[src/sv/mrfo_pkg.sv]
// Shared types and constants of the message ring FIFO.
package mrfo_pkg;

   localparam int NUM_SLOTS_DEF   = 16;
   localparam int MAX_MSG_LEN_DEF = 64;
   localparam int OPQ_DEPTH       = 2;

   localparam logic CMD_PUSH = 1'b0;
   localparam logic CMD_POP  = 1'b1;

   localparam logic [1:0] STATUS_OK       = 2'd0;
   localparam logic [1:0] STATUS_TOO_LONG = 2'd1;
   localparam logic [1:0] STATUS_EMPTY    = 2'd2;

   // Classified command travelling from the front to the back
   typedef struct packed {
      logic       is_pop;
      logic       too_long;
      logic       zero_len;
      logic [7:0] msg_type;
      logic [7:0] msg_length;
      logic [7:0] data_byte;
      logic       byte_last;
   } op_type;

   // One result item
   typedef struct packed {
      logic [1:0] status;
      logic [7:0] out_type;
      logic [7:0] out_byte;
      logic       byte_valid;
      logic       last;
   } rsp_type;

endpackage

[src/sv/mrfo_ifs.sv]
// Channel interfaces of the message ring FIFO: command items in, result items out.
interface mrfo_req_if;
   logic       valid;
   logic       ready;
   logic       command;
   logic [7:0] msg_type;
   logic [7:0] msg_length;
   logic [7:0] data_byte;
   logic       byte_last;

   modport source (output valid, command, msg_type, msg_length, data_byte, byte_last,
                   input ready);
   modport sink   (input valid, command, msg_type, msg_length, data_byte, byte_last,
                   output ready);
endinterface


[src/sv/mrfo_front.sv]
// Front end: accept command items, classify them and hold one in a register stage.
module mrfo_front #(
   parameter int MAX_MSG_LEN = mrfo_pkg::MAX_MSG_LEN_DEF
) (
   input  logic                 clock,
   input  logic                 reset,
   mrfo_req_if.sink             req,
   output logic                 op_valid,
   input  logic                 op_ready,
   output mrfo_pkg::op_type     op
);

   logic             valid_ff;
   mrfo_pkg::op_type op_ff;
   mrfo_pkg::op_type op_in;
   logic             take;

   assign req.ready = !valid_ff || op_ready;
   assign take      = req.valid && req.ready;
   assign op_valid  = valid_ff;
   assign op        = op_ff;

   always_comb begin
      op_in.is_pop     = (req.command == mrfo_pkg::CMD_POP);
      op_in.too_long   = (req.msg_length > 8'(MAX_MSG_LEN));
      op_in.zero_len   = (req.msg_length == 8'd0);
      op_in.msg_type   = req.msg_type;
      op_in.msg_length = req.msg_length;
      op_in.data_byte  = req.data_byte;
      op_in.byte_last  = req.byte_last;
   end

   always_ff @(posedge clock) begin
      if (reset) begin
         valid_ff <= 1'b0;
      end else if (take) begin
         valid_ff <= 1'b1;
      end else if (op_ready) begin
         valid_ff <= 1'b0;
      end
      if (take) begin
         op_ff <= op_in;
      end
   end

endmodule

[src/flat_wrapper.sv]
// flat-port wrapper written by rule: the top's interface ports become plain ports
module mrfo_front_flat 
#(
   parameter int MAX_MSG_LEN = mrfo_pkg::MAX_MSG_LEN_DEF
)
  (clock, reset, op_valid, op_ready, op, req_valid, req_command, req_msg_type, req_msg_length, req_data_byte, req_byte_last, req_ready);
  mrfo_req_if req_i ();
  input  logic clock;
  input  logic reset;
  output logic op_valid;
  input  logic op_ready;
  output mrfo_pkg::op_type op;
  input wire logic [$bits(req_i.valid)-1:0] req_valid;
  input wire logic [$bits(req_i.command)-1:0] req_command;
  input wire logic [$bits(req_i.msg_type)-1:0] req_msg_type;
  input wire logic [$bits(req_i.msg_length)-1:0] req_msg_length;
  input wire logic [$bits(req_i.data_byte)-1:0] req_data_byte;
  input wire logic [$bits(req_i.byte_last)-1:0] req_byte_last;
  output wire logic [$bits(req_i.ready)-1:0] req_ready;
  assign req_i.valid = req_valid;
  assign req_i.command = req_command;
  assign req_i.msg_type = req_msg_type;
  assign req_i.msg_length = req_msg_length;
  assign req_i.data_byte = req_data_byte;
  assign req_i.byte_last = req_byte_last;
  assign req_ready = req_i.ready;
  mrfo_front #(.MAX_MSG_LEN(MAX_MSG_LEN)) u_core (.clock(clock), .reset(reset), .req(req_i), .op_valid(op_valid), .op_ready(op_ready), .op(op));
endmodule
[config.mk]
export PLATFORM = sky130hd
export DESIGN_NAME = mrfo_front_flat
export DESIGN_NICKNAME = d
export VERILOG_FILES = /design/src/sv/mrfo_pkg.sv /design/src/sv/mrfo_ifs.sv /design/src/sv/mrfo_front.sv /design/src/flat_wrapper.sv
export SDC_FILE = /design/constraint.sdc
export NUM_CORES = 1
export LEC_CHECK = 0
export BUFFER_PORTS_ARGS = -buffer_cell sky130_fd_sc_hd__buf_2
export CAP_MARGIN = 20
export CORE_MARGIN = 3
export CORE_UTILIZATION = 24
export DETAILED_ROUTE_END_ITERATION = 12
export GPL_TIMING_DRIVEN = 0
export MAX_ROUTING_LAYER = met4
export PLACE_DENSITY = 0.57
export SYNTH_ARGS = -nofsm -noshare
export SYNTH_HDL_FRONTEND = slang
export SYNTH_SLANG_ARGS = --single-unit
[constraint.sdc]
create_clock -name clock -period 4.9 [get_ports clock]
set_clock_uncertainty 0.2 [all_clocks]
set_input_delay 0.49 -clock clock [delete_from_list [all_inputs] [get_ports clock]]
set_output_delay 0.49 -clock clock [all_outputs]
set_load 0.005 [all_outputs]
==> reports/qor.csv <==
metric,value,unit
clock edge transition at the registers on the reported setup and hold paths,0.06,ns
gp weighted congestion,0.630,
first-pass GRT wire length,2.57,mm
Die Height,67.9,um
core area,3520,um^2
number of buffers added to fix hold violations after cts,0,
Synth Warn #,0,
grt ovf,0,
Post-Syn Instances,39,
1st-iter DRT viols,10,
Synth top cells by count,"sky130_fd_sc_hd__edfxtp_1, sky130_fd_sc_hd__a21oi_1, sky130_fd_sc_hd__nor2_1",
cell with the most instances after synthesis,sky130_fd_sc_hd__edfxtp_1,
xor and xnor fraction of the mapped netlist area,0,%
headroom to the max-slew limit,59.3,%
run status,"complete, no violations",
Post-route DRC,0,
arrival time of the worst setup path,1.46,ns
"FF+latch count, synth",29,
post-layout net count,136,
number of top-level pins,60,
Total Neg Setup Slack,0,ns
WHS,0.168,ns
antenna cells,0,
count of filler cells inserted in the layout,359,
Critical Path RT,4.67,ns
Cell variety after synth,10,
Simple-Gate Fraction of Synth Area,4.77,%
Die Footprint,4600,um^2
setup violators final,0,
Critical Path Sink Type,flop,
Via-to-Cell Ratio,3.94,
first element of the critical path,op_ready,
maximum achievable frequency,0.593,GHz
# Post-CTS Setup Buffers,0,
unrepaired setup endpoints after global routing,false,
reg2reg setup slack,3.23,ns
count of max-cap constraint violations,0,
routed len/inst,11.3,um
class of the worst hold path,input port to flop,
number of cells on the worst reg-to-reg path,3,
die extent in x,67.9,um
share of the synthesized area in compound gates (AO/OA/AOI/OAI),1.09,%
Synth-to-Final Area Change,48.4,%
number of max-slew violations in the final report,0,
final antenna-violating net count,0,
antenna violations before repair,0,
Initial Util,26.1,%
Yosys top cell area share,91.6,%
worst-skew pair later-pin latency,0.27,ns
mean area per synthesized cell,23.5,um^2
final hold violation count,0,
largest fanout of any net on the critical path,16,
termination of the worst setup path,u_core.op[21],
number of global-route vias before repair,563,
terminus of the critical flop-to-flop path,u_core.op[21],
main area contributors after synthesis,"sky130_fd_sc_hd__edfxtp_1, sky130_fd_sc_hd__dfxtp_1, sky130_fd_sc_hd__nor4_2, sky130_fd_sc_hd__a21oi_1, sky130_fd_sc_hd__nor2_1",
maximum buffer depth of the clock tree,2,
PwrDens,367,nW/um^2
clock buffers created by TritonCTS,5,
multiplexer fraction of the synthesized cell area,0,%
startpoint of the lowest-slack register-to-register path,u_core.op_valid,
Tot GR Track Use,8.51,%
dominant synthesized flop cell,sky130_fd_sc_hd__edfxtp_1,
largest family of logic cells by synthesized area,simple AND/OR/NAND/NOR gates,
Max VDD drop,0.154,mV
"Worst Path Class, Setup",input port to flop,
share of post-route cells with drive strength above 1,62.3,%
static leakage power,0.580,nW
mapped cell area,918,um^2
clock tree root driver cell,sky130_fd_sc_hd__clkbuf_8,
syn nets,69,
aggregate routed wire length,1.72,mm
startpoint types,input port,
H-tree levels,2,
cell taking the most area after synthesis,sky130_fd_sc_hd__edfxtp_1,
share of the clock period used by the worst path,34.4,%
async set-or-reset flop fraction in the synthesized netlist,0,%
site row count,21,
post-synthesis adder-cell area fraction,0,%
total clock sinks,29,
post-cts sizing count,0,
maximum number of pins on one net before global-route repair,29,
TritonCTS clock tree,done,
Worst-Margin Slew,0.610,ns
via count of the routed design,599,
HPWL after detailed placement,1.34,mm
number of buffers added on ports,59,
sequential cell area fraction in the yosys report,93.7,%
drt first pass iters,2,
fin crit period,1.69,ns
Post-synth EDFFs,28,
worst min-delay path by stage:
| stage | to | cells after the start | startpoint | slack [ns] |
|---|---|---|---|---|
| CTS | u_core.op_valid | 2 | reset | 0.15 |
| finish | u_core.op_valid | 2 | reset | 0.17 |
| global route | u_core.op_valid | 2 | reset | 0.15 |
| floorplan | u_core.op_valid | 2 | u_core.op_valid | 0.32 |
| global placement | u_core.op_valid | 2 | u_core.op_valid | 0.29 |
| detailed placement | u_core.op_valid | 2 | u_core.op_valid | 0.31 |
placed cells by master (no fill, tap or decap):
master / synthesis / layout
sky130_fd_sc_hd__nor2_1: 2 / 2
sky130_fd_sc_hd__clkbuf_1: 0 / 1
sky130_fd_sc_hd__a21oi_1: 2 / 2
sky130_fd_sc_hd__dfxtp_1: 1 / 1
sky130_fd_sc_hd__clkinv_1: 0 / 1
sky130_fd_sc_hd__nand2b_1: 1 / 1
sky130_fd_sc_hd__edfxtp_1: 28 / 28
sky130_fd_sc_hd__inv_1: 1 / 1
sky130_fd_sc_hd__buf_8: 0 / 1
sky130_fd_sc_hd__clkbuf_8: 0 / 5
sky130_fd_sc_hd__nor4_2: 1 / 1
sky130_fd_sc_hd__and2_1: 1 / 1
sky130_fd_sc_hd__and3_1: 1 / 1
sky130_fd_sc_hd__buf_2: 0 / 59
sky130_fd_sc_hd__nor3_1: 1 / 1
registers in the layout, summed over array words and instances, names as in the netlist:
signal and count:
u_core.op 28, u_core.op_valid 1
metrics by stage:
stage	cell area [um^2]	std cells	setup WS [ns]	total power, mW	utilization [%]
after floorplan	918	39	2.96	0.306	-
after global placement	1270	144	2.69	0.333	36.1
after detailed placement	1270	144	2.66	0.334	36.1
after CTS	1350	151	2.93	0.509	38.3
after global routing	1360	152	3.12	0.529	38.7
final	1360	152	3.21	0.499	38.7
cells by family after synthesis:
kind of cell | Yosys count
and+or+nand+nor | 7
buffers and inverters | 1
DFF | 29
AOI/OAI and AO/OA | 2
layer usage:
metal	global-route usage, %	wire (um)
met1	8.43	628
met4	3.72	22
met5	-	0
met3	5.58	213
met2	13.1	859
critical path: stages:
cell,delay [ns]
sky130_fd_sc_hd__buf_2,0.07
sky130_fd_sc_hd__nand2b_1,0.12
sky130_fd_sc_hd__and2_1,0.53
sky130_fd_sc_hd__buf_8,0.24
where the power goes:
part           internal, mW  total [mW]  switching (mW)
combinational        0.0194      0.0374          0.0180
clock                0.0951       0.170          0.0748
sequential            0.289       0.292         0.00293
layout make-up:
| type | instances | area (um^2) | area share (%) |
|---|---|---|---|
| Timing Repair Buffer | 60 | 310 | 22.8 |
| Tap cell | 46 | 57.6 | 4.22 |
| Clock buffer | 6 | 72.6 | 5.33 |
| Multi-Input combinational cell | 9 | 53.8 | 3.95 |
| Clock inverter | 1 | 3.75 | 0.275 |
| Inverter | 1 | 3.75 | 0.275 |
| Sequential cell | 29 | 861 | 63.2 |
No activity file was read; power rests on OpenSTA's default activity.
