[src/sv/mrfo_pkg.sv]
// Shared types and constants of the message ring FIFO.
package mrfo_pkg;

   localparam int NUM_SLOTS_DEF   = 16;
   localparam int MAX_MSG_LEN_DEF = 64;
   localparam int OPQ_DEPTH       = 2;

   localparam logic CMD_PUSH = 1'b0;
   localparam logic CMD_POP  = 1'b1;

   localparam logic [1:0] STATUS_OK       = 2'd0;
   localparam logic [1:0] STATUS_TOO_LONG = 2'd1;
   localparam logic [1:0] STATUS_EMPTY    = 2'd2;

   // Classified command travelling from the front to the back
   typedef struct packed {
      logic       is_pop;
      logic       too_long;
      logic       zero_len;
      logic [7:0] msg_type;
      logic [7:0] msg_length;
      logic [7:0] data_byte;
      logic       byte_last;
   } op_type;

   // One result item
   typedef struct packed {
      logic [1:0] status;
      logic [7:0] out_type;
      logic [7:0] out_byte;
      logic       byte_valid;
      logic       last;
   } rsp_type;

endpackage

[src/sv/mrfo_op_queue.sv]
// Short queue of classified commands between front and back.
module mrfo_op_queue (
   input  logic             clock,
   input  logic             reset,
   input  logic             in_valid,
   output logic             in_ready,
   input  mrfo_pkg::op_type in_op,
   output logic             out_valid,
   input  logic             out_ready,
   output mrfo_pkg::op_type out_op
);

   localparam int DEPTH = mrfo_pkg::OPQ_DEPTH;
   localparam int PTR_W = (DEPTH > 1) ? $clog2(DEPTH) : 1;
   localparam int CNT_W = $clog2(DEPTH + 1);

   mrfo_pkg::op_type entry_ff [DEPTH];
   logic [PTR_W-1:0] wr_ptr_ff;
   logic [PTR_W-1:0] rd_ptr_ff;
   logic [CNT_W-1:0] count_ff;
   logic             push;
   logic             pop;

   assign in_ready  = (count_ff != CNT_W'(DEPTH));
   assign out_valid = (count_ff != '0);
   assign out_op    = entry_ff[rd_ptr_ff];
   assign push      = in_valid && in_ready;
   assign pop       = out_valid && out_ready;

   always_ff @(posedge clock) begin
      if (reset) begin
         wr_ptr_ff <= '0;
         rd_ptr_ff <= '0;
         count_ff  <= '0;
      end else begin
         if (push) begin
            wr_ptr_ff <= (wr_ptr_ff == PTR_W'(DEPTH - 1)) ? '0 : wr_ptr_ff + PTR_W'(1);
         end
         if (pop) begin
            rd_ptr_ff <= (rd_ptr_ff == PTR_W'(DEPTH - 1)) ? '0 : rd_ptr_ff + PTR_W'(1);
         end
         if (push && !pop) begin
            count_ff <= count_ff + CNT_W'(1);
         end else if (pop && !push) begin
            count_ff <= count_ff - CNT_W'(1);
         end
      end
      if (push) begin
         entry_ff[wr_ptr_ff] <= in_op;
      end
   end

endmodule

[config.mk]
export PLATFORM = sky130hd
export DESIGN_NAME = mrfo_op_queue
export DESIGN_NICKNAME = d
export VERILOG_FILES = /design/src/sv/mrfo_pkg.sv /design/src/sv/mrfo_op_queue.sv
export SDC_FILE = /design/constraint.sdc
export NUM_CORES = 1
export LEC_CHECK = 0
export BUFFER_PORTS_ARGS = -buffer_cell sky130_fd_sc_hd__buf_2
export CORE_MARGIN = 5
export CORE_UTILIZATION = 55
export DETAILED_ROUTE_END_ITERATION = 8
export HOLD_SLACK_MARGIN = 0.03
export PLACE_DENSITY = 0.94
export SYNTH_ARGS = -nofsm -noshare
export SYNTH_HDL_FRONTEND = slang
export SYNTH_SLANG_ARGS = --single-unit
[constraint.sdc]
create_clock -name clock -period 3.9 [get_ports clock]
set_input_delay 0.78 -clock clock [delete_from_list [all_inputs] [get_ports clock]]
set_output_delay 0.78 -clock clock [all_outputs]
set_load 0.01 [all_outputs]
==> run_results.csv, run 1 <==
group,metric,value,unit
clock_tree,clk_pin_slew,0.06,ns
floorplan,dieArea,0.00545,mm²
drt,routed_wl,4100,µm
finish,area.growth.synth_to_final,24.0,%
timing,setup_viol,0,
timing,fin_crit_sh,72.9,%
worst_setup_path,cp.required,3.12,ns
global_routing,grt_pass1_vias,1272,
clock_tree,h-tree-depth,3,
pwr,combPwrFrac,22.7,%
synthesis,syn_area_per_cell,20.2,µm²
clock_tree,cts_tree,"built",
clock_tree,clkSinkCount,61,
drt,first_pass_iters,4,
worst_setup_path,cp_cell_sequence,"mux2_2 > buf_2",
synthesis,yosysWarnings,0,
synthesis,syn_area,0.00224,mm²
synthesis,ys_ff_latch,61,
finish,final_cell_mix,"61 x buf_2, 56 x edfxtp_1, 28 x mux2_2, 9 x clkbuf_8, 5 x dfxtp_1",
place,gp_congestion,0.755,
floorplan,core-area,0.00397,mm²
pwr,power.internal,1.32,mW
global_routing,grt_pass1_wl,6270,µm
clock_tree,cts_hold_buf,0,
drt,first_iter_violations,43,
place,port_buffers,61,
drt,wl_per_cell,17.4,µm
pwr,power_switching,0.492,mW
timing,fin_crit,2.84,ns
finish,nets,214,
worst_setup_path,regToRegStartpoint,"count_ff[0]",
clock_tree,cts_setup_buffers,0,
drt,vias_per_cell,5.16,
clock_tree,ctsResizeCount,0,
floorplan,die_w,73.8,µm
finish,drive_gt1_share,57.0,%
timing,fin_ws,1.06,ns
floorplan,initial_core_util,56.4,%
worst_setup_path,path_max_fanout,28,
pwr,p_per_area,652,mW/mm²
timing,timing.fmax,352,MHz
clock_tree,cts_made_buffers,9,
finish,fin_area,0.00278,mm²
synthesis,netlist_instances,111,
pwr,switching_share,27.2,%
worst_setup_path,worst-setup-path-type,"register to output pin",
global_routing,antenna_found_initial,0,
worst_setup_path,cpMaxStageDelayCell,"dfxtp_1",
pwr,power_frac_clock,28.2,%
drt,ant_nets,0,
timing,hold_violations,0,
finish,fin_cells,236,
drt,dr_total_vias,1217,
clock_tree,cts_root_buf,"clkbuf_8",
clock_tree,insertion_delay,0.33,ns
synthesis,syn_nets,144,
hold_path,min_path_type,"register to register",
pwr,power_leakage,1.07,nW
hold_path,hp-start,"rd_ptr_ff",
floorplan,num_rows,23,
floorplan,dieHeight,73.8,µm
timing,finClkSkew,0.00318,ns
clock_tree,cts_buffer_depth,2,
finish,layout_commonest_cell,"buf_2",
synthesis,ys_seq_area_share,79.6,%
floorplan,io_pins,62,
pwr,p_total,1.81,mW
place,placedCellCount,220,
worst_setup_path,cp-start-kind,"register",
global_routing,grt_max_degree,29,
drt,drc,0,
worst_setup_path,cp.arrival,2.06,ns
place,place_area,0.00259,mm²
timing,drv_slew,0,
outcome,status,"completed",
job,drv_cap,0,
synthesis,ys_types,18,
timing,rsz0062_at_grt,"no",
timing,slew_headroom,17.6,%
timing,finalSetupTns,0,ns
timing,tightest_slew,1.23,ns
worst_setup_path,cpPeakStageDelay,1.14,ns
global_routing,overflow,0,
pwr,vdd_drop_max,0.000445,V
place,hpwl,2860,µm
global_routing,grtUsageTotal,16.8,%
pwr,seqPwrFrac,49.1,%
finish,antenna_cells,0,
worst_setup_path,end_kind,"output pin",
place,pre_cts_ws,1.39,ns
## routing by layer
metal  vias to the layer above  routed length [µm]  GRT usage, %
met4                         0                 114          13.3
li1                        569                   -             -
met3                        13                 287          3.97
met2                        43                2150          28.4
met1                       592                1550          17.7
met5                         -                   0             0
## Yosys cell counts (all sizes together)
cell    count  area share [%]
nor2        3            0.50
xor2        3             1.2
inv         1            0.17
mux2       28              14
dfxtp       5             4.5
buf         3            0.89
edfxtp     56              75
a21bo       1            0.45
or2         1            0.28
and3        1            0.28
and2        1            0.28
ha          1            0.56
or3         1            0.28
nand3b      1            0.34
o21ai       2            0.45
nand2b      1            0.28
a21oi       2            0.45
## flip-flops by register name (all words and copies together) (netlist names), named ones only
register,cells
wr_ptr_ff,1
count_ff,2
entry_ff,56
rd_ptr_ff,1
## through the flow
stage	utilization, %	hold WS, ns
3_5_place_dp	65.3	0.500
6_report	69.9	0.529
3_3_place_gp	65.3	0.486
2_1_floorplan	-	0.471
4_1_cts	69.9	0.516
5_1_grt	69.9	0.547
## kinds of logic after synthesis
group / count (synthesis) / synth area share, %
AOI/OAI and AO/OA: 5 / 1.34
xor gates and xnor gates: 3 / 1.17
adders and majority gates: 1 / 0.559
buffers and inverters: 4 / 1.06
DFF: 61 / 79.6
muxes: 28 / 14.1
and+or+nand+nor: 9 / 2.24
## critical path, delay by kind of cell (launching register included)
kind	cells	cell delay, ns
muxes	1	0.44
DFF	1	1.14
buffers and inverters	1	0.15
## area by class of cell
class | instances | area (µm²)
multi-input combinational | 46 | 434
fill | 269 | 1190
inverter | 1 | 3.75
clock inverter | 6 | 53.8
tap | 50 | 62.6
clock buffer | 10 | 128
timing repair buffer | 62 | 313
sequential | 61 | 1780
## power by group through the flow
stage	registers, mW	logic (mW)	clock network, mW
2_1_floorplan	0.854	0.300	0
3_3_place_gp	0.894	0.397	0
3_5_place_dp	0.905	0.416	0
4_1_cts	0.892	0.419	0.525
5_1_grt	0.902	0.443	0.556
6_report	0.890	0.410	0.511
## path summary, 6_finish.rpt
path                          end  slack (ns)  cells after the start
setup / recovery       out_op[10]        1.06                      2
hold / removal           register        0.53                      2
setup reg to reg  entry_ff[0][12]        1.95                      3
hold reg to reg          register        0.53                      2
Power figures use the tool's default switching activity.
==> inputs of run 2 (changes only) <==
Settings changed: CORE_UTILIZATION 55 to 46, PLACE_DENSITY 0.94 to 0.85.
Clock period 3.9 ns to 2.6 ns, I/O delays scaled along.
==> run 2 against run 1 <==
Net effect:
- count of clock-buffer cells in the layout up 2
- final cell count up 8.9%
- via count is 2.3% lower
- die area up 17%
- total power rose by 43%
- largest cell class unchanged
==> run_results.csv, run 2 (synthesis gave the netlist of run 1 again) <==
group,metric,value,unit
finish,layout_commonest_cell,"buf_2",
timing,fin_crit,1.93,ns
clock_tree,cts_setup_buffers,0,
global_routing,grtUsageTotal,12.8,%
pwr,seqPwrFrac,49.0,%
worst_setup_path,ff2ff_setup_slack,0.97,ns
clock_tree,cts_buffer_depth,2,
worst_setup_path,cp.required,2.08,ns
clock_tree,h-tree-depth,3,
pwr,power_switching,0.700,mW
timing,setup_viol,0,
clock_tree,ctsResizeCount,0,
job,drv_cap,0,
pwr,power.internal,1.89,mW
worst_setup_path,cp_cell_sequence,"buf_4 > mux2_2 > buf_2",
place,port_buffers,61,
worst_setup_path,regToRegStartpoint,"count_ff[0]",
worst_setup_path,cpMaxStageDelayCell,"mux2_2",
pwr,switching_share,27.0,%
worst_setup_path,cp-start-kind,"register",
worst_setup_path,timing.critical_path.buf_inv,2,
finish,antenna_cells,0,
timing,slew_headroom,73.8,%
worst_setup_path,path_delay_family,"buffers and inverters",
finish,largest_register_ffs,56,
worst_setup_path,ff2ff_path_depth,5,
floorplan,die_w,79.8,µm
drt,vias_per_cell,4.63,
floorplan,dieArea,0.00636,mm²
place,hpwl,2500,µm
pwr,p_per_area,928,mW/mm²
floorplan,initial_core_util,47.4,%
clock_tree,cts_tree,"built",
finish,fillers,367,
worst_setup_path,worst-setup-path-type,"register to output pin",
outcome,status,"completed",
timing,timing.fmax,517,MHz
finish,nets,218,
timing,finalSetupTns,0,ns
floorplan,io_pins,62,
finish,drive_gt1_share,55.3,%
hold_path,min_path_type,"primary input to register",
global_routing,grt_max_degree,29,
drt,first_iter_violations,65,
timing,tightest_slew,0.393,ns
pwr,power_leakage,1.07,nW
pwr,combPwrFrac,26.3,%
clock_tree,cts_hold_buf,0,
worst_setup_path,path_max_fanout,17,
finish,area.growth.synth_to_final,24.9,%
finish,largestRegisters,"entry_ff: 56 flops, count_ff: 2 flops",
pwr,power_frac_clock,24.7,%
pwr,vdd_drop_max,0.000489,V
timing,fin_crit_sh,74.3,%
drt,wl_per_cell,14.3,µm
clock_tree,clkSinkCount,61,
global_routing,grt_pass1_wl,5900,µm
global_routing,antenna_found_initial,0,
timing,drv_slew,0,
floorplan,core-area,0.00472,mm²
clock_tree,cts_root_buf,"clkbuf_8",
drt,ant_nets,0,
worst_setup_path,crit_end,"out_op[4]",
floorplan,num_rows,25,
drt,routed_wl,3660,µm
worst_setup_path,cp.arrival,1.41,ns
global_routing,grt_pass1_vias,1276,
place,gp_congestion,0.674,
timing,holdWs,0.384,ns
clock_tree,insertion_delay,0.32,ns
finish,largest-register,"entry_ff",
floorplan,dieHeight,79.8,µm
worst_setup_path,cpPeakStageDelay,0.37,ns
global_routing,overflow,0,
drt,first_pass_iters,4,
timing,hold_violations,0,
worst_setup_path,rr_endpoint,"count_ff[1]",
worst_setup_path,path_depth,3,
clock_tree,clk_pin_slew,0.06,ns
timing,finClkSkew,0.00491,ns
drt,dr_total_vias,1189,
worst_setup_path,end_kind,"output pin",
drt,drc,0,
clock_tree,cts_made_buffers,9,
finish,final_cell_mix,"61 x buf_2, 56 x edfxtp_1, 28 x mux2_2, 9 x clkbuf_8",
timing,rsz0062_at_grt,"no",
[run 2: metrics by stage]
stage	instances	total power, mW	setup WS, ns	utilization, %	instance area [µm²]
after global placement	241	1.97	0.961	56.0	2650
after global routing	257	2.75	0.577	59.2	2800
final	257	2.59	0.667	59.2	2800
after CTS	257	2.63	0.637	59.2	2800
after floorplan	111	1.73	0.831	-	2240
after detailed placement	241	1.99	0.922	56.0	2650
[run 2: power groups by stage]
stage / Clock [mW] / Combinational [mW] / Sequential [mW]
floorplan: 0 / 0.450 / 1.28
global placement: 0 / 0.685 / 1.29
detailed placement: 0 / 0.694 / 1.29
CTS: 0.663 / 0.698 / 1.27
global route: 0.712 / 0.748 / 1.29
finish: 0.640 / 0.683 / 1.27
[run 2: layer usage]
| metal | part of all wire [%] | wire, µm | vias up | track usage [%] |
|---|---|---|---|---|
| li1 | - | - | 577 | - |
| met1 | 43 | 1560 | 558 | 14.5 |
| met2 | 47 | 1740 | 47 | 20.0 |
| met3 | 8.4 | 306 | 7 | 5.98 |
| met4 | 1.5 | 54 | 0 | 6.59 |
| met5 | 0 | 0 | - | 0 |
[run 2: cell type report]
type                            count  area (µm²)  share of cell area [%]
Timing Repair Buffer               66         343                    12.3
Tap cell                           67        83.8                    3.00
Clock buffer                       12         135                    4.83
Clock inverter                      4        15.0                   0.537
Inverter                            1        3.75                   0.134
Sequential cell                    61        1780                    63.7
Multi-Input combinational cell     46         434                    15.5
[run 2: worst min-delay path by stage]
stage | startpoint | endpoint | slack, ns | cells after the start
2_1_floorplan | count_ff[1] | count_ff[1] | 0.47 | 2
3_3_place_gp | rd_ptr_ff | rd_ptr_ff | 0.50 | 2
3_5_place_dp | rd_ptr_ff | register | 0.49 | 2
4_1_cts | in_op[21] | entry_ff[1][21] | 0.37 | 1
5_1_grt | in_op[22] | entry_ff[0][22] | 0.36 | 1
6_report | in_op[19] | entry_ff[0][19] | 0.38 | 1
==> inputs of run 3 (changes only) <==
Settings changed: ABC_AREA from default to 1, CORE_UTILIZATION 46 to 52, PLACE_DENSITY 0.85 to 0.9.
Clock period 2.6 ns to 1.84 ns, I/O delays scaled along.
==> run 3 against run 2 <==
Net effect:
- worst hold slack got worse by 0.16 ns
- die area decreased by 5.9%
- worst setup slack got worse by 0.58 ns
- global-route usage increased by 0.96 points
- first-iteration DRC count increased by 9.2%
- critical path type unchanged
- highest routed layer unchanged
==> run_results.csv, run 3 <==
group,metric,value,unit
outcome,status,"completed",
finish,fin_area,0.00297,mm²
drt,routed_wl,3920,µm
synthesis,synth_area_leaders,"edfxtp_1 71%, mux2_4 13%, dfxtp_1 4.2%",
finish,area.growth.synth_to_final,25.5,%
finish,nets,230,
drt,ant_nets,0,
finish,largest_register_ffs,56,
hold_path,hold_depth,1,
clock_tree,cts_tree,"built",
pwr,power_frac_clock,27.6,%
finish,largestRegisters,"entry_ff: 56 flops, count_ff: 2 flops",
global_routing,grt_pass1_wl,6260,µm
global_routing,grt_pass1_vias,1402,
synthesis,netlist_instances,124,
finish,fin_cells,254,
pwr,p_per_area,1360,mW/mm²
pwr,switching_share,27.4,%
worst_setup_path,cp.required,1.47,ns
finish,regArea,0.00179,mm²
place,pre_cts_ws,0.376,ns
place,placedCellCount,237,
hold_path,min_path_type,"primary input to register",
timing,fin_crit,1.75,ns
drt,vias_per_cell,4.98,
pwr,power.internal,2.92,mW
clock_tree,h-tree-depth,3,
synthesis,syn_area,0.00236,mm²
global_routing,overflow,0,
synthesis,synthDominantCellAreaShare,71.2,%
clock_tree,cts_setup_buffers,0,
synthesis,synth_edf_count,56,
synthesis,synth_area_leader_cell,"edfxtp_1",
clock_tree,clkSinkCount,61,
pwr,power_switching,1.10,mW
worst_setup_path,regToRegStartpoint,"count_ff[0]",
floorplan,io_pins,62,
worst_setup_path,cp-start-kind,"register",
worst_setup_path,end_kind,"output pin",
finish,drive_gt1_share,55.0,%
clock_tree,cts_buffer_depth,2,
drt,first_pass_iters,4,
pwr,seqPwrFrac,45.7,%
pwr,vdd_drop_max,0.000687,V
timing,rsz0062_at_grt,"no",
clock_tree,cts_root_buf,"clkbuf_8",
place,hpwl,2700,µm
finish,final_cell_mix,"61 x buf_2, 56 x edfxtp_1, 20 x mux2_4, 9 x nand2_1, 9 x clkbuf_8",
clock_tree,cts_made_buffers,9,
floorplan,core-area,0.00438,mm²
synthesis,ys_async_sr_fraction,0,%
job,drv_cap,0,
finish,antenna_cells,0,
place,port_buffers,61,
finish,layout_commonest_cell,"buf_2",
global_routing,antenna_found_initial,0,
pwr,power_leakage,1.19,nW
worst_setup_path,ff2ff_path_depth,10,
synthesis,syn_area_per_cell,19.1,µm²
worst_setup_path,cp_cell_sequence,"buf_12 > mux2_2 > buf_2",
floorplan,dieArea,0.00599,mm²
timing,holdWs,0.225,ns
timing,hold_violations,0,
finish,finalCoreUtilization,67.6,%
pwr,combPwrFrac,26.8,%
worst_setup_path,rr_endpoint,"count_ff[1]",
hold_path,hp-start,"in_op[22]",
synthesis,synthMostInstantiatedCell,"edfxtp_1",
synthesis,ys_types,14,
floorplan,dieHeight,77.4,µm
timing,drv_slew,0,
timing,fin_crit_sh,95.0,%
synthesis,ys_seq_area_share,75.4,%
timing,fin_ws,0.0914,ns
drt,first_iter_violations,71,
timing,slew_headroom,81.3,%
timing,tightest_slew,0.281,ns
worst_setup_path,cpMaxStageDelayCell,"dfxtp_4",
clock_tree,insertion_delay,0.33,ns
worst_setup_path,cp.arrival,1.38,ns
synthesis,synth_ff_type,"edfxtp_1",
synthesis,synth_commonest_cells,"56 x edfxtp_1, 20 x mux2_4, 9 x nand2_1",
finish,multiInputGateArea,504,µm²
place,place_area,0.00275,mm²
timing,timing.fmax,572,MHz
floorplan,die_w,77.4,µm
clock_tree,clk_pin_slew,0.07,ns
timing,setup_viol,0,
worst_setup_path,path_delay_family,"flip-flops",
drt,drc,0,
worst_setup_path,timing.critical_path.buf_inv,2,
global_routing,grt_max_degree,26,
drt,wl_per_cell,15.4,µm
synthesis,syn_nets,157,
drt,dr_total_vias,1265,
finish,fillers,306,
floorplan,initial_core_util,53.9,%
synthesis,ys_ff_latch,61,
worst_setup_path,path_max_fanout,13,
synthesis,yosysWarnings,0,
global_routing,grtUsageTotal,13.7,%
finish,largest-register,"entry_ff",
worst_setup_path,ff2ff_setup_slack,0.38,ns
worst_setup_path,cpPeakStageDelay,0.41,ns
hold_path,min_delay_worst_endpoint,"entry_ff[1][22]",
worst_setup_path,worst-setup-path-type,"register to output pin",
floorplan,num_rows,24,
timing,finClkSkew,0.00593,ns
place,gp_congestion,0.687,
[run 3: how the worst max path moves through the flow]
| stage | startpoint | slack, ns | depth (start not counted) | endpoint |
|---|---|---|---|---|
| after floorplan | count_ff[0] | -0.37 | 4 | entry_ff[1][0] |
| after global placement | register | 0.40 | 3 | out_op[18] |
| after detailed placement | register | 0.38 | 3 | out_op[13] |
| after CTS | register | 0.01 | 3 | out_op[13] |
| after global routing | register | 0.04 | 3 | out_op[13] |
| final | register | 0.09 | 3 | out_op[13] |
[run 3: kinds of logic after synthesis]
logic type	after synthesis	synth area share, %
flip-flops	61	75.4
adder cells (fa/ha/maj)	1	0.530
AO/OA/AOI/OAI	4	0.847
buffers and inverters	11	3.44
AND/OR/NAND/NOR	19	3.23
multiplexers	28	16.5
[run 3: worst register-to-register path: stages (launching register included)]
cell	delay, ns
dfxtp_1	0.32
inv_1	0.13
nand2_1	0.08
nand2_1	0.14
inv_1	0.08
ha_1	0.32
inv_1	0.08
nand3_1	0.07
nand2_1	0.06
inv_1	0.03
nor2_1	0.08
[run 3: area by class of cell]
class                      count  area share (%)
clock buffer                   9            4.18
clock inverter                 7            2.24
inverter                       8            1.01
multi-input combinational     52            17.0
sequential                    61            60.2
tap                           52            2.19
timing repair buffer          65            13.2
[run 3: metal layers]
metal	global-route usage [%]	part of all wire (%)
met3	4.28	6.7
met4	9.28	2.3
met2	23.1	50
met1	14.7	41
met5	0	0
[run 3: per-stage QoR]
step                      setup TNS (ns)  total power [mW]
final                                  0              4.02
after global placement                 0              2.88
after CTS                              0              4.04
after detailed placement               0              2.92
after floorplan                   -20.90              2.58
after global routing                   0              4.23
[run 3: what timing repair did]
item	CTS	global route
hold buffers	0	0
gates resized for setup	0	1
hold endpoints to repair	0	0
endpoints found under the setup margin	0	5
[run 3: power by group through the flow]
stage	registers (mW)	logic (mW)	clock network, mW
6_report	1.83	1.08	1.11
5_1_grt	1.86	1.18	1.20
3_3_place_gp	1.84	1.04	0
3_5_place_dp	1.86	1.06	0
2_1_floorplan	1.83	0.745	0
4_1_cts	1.83	1.06	1.15
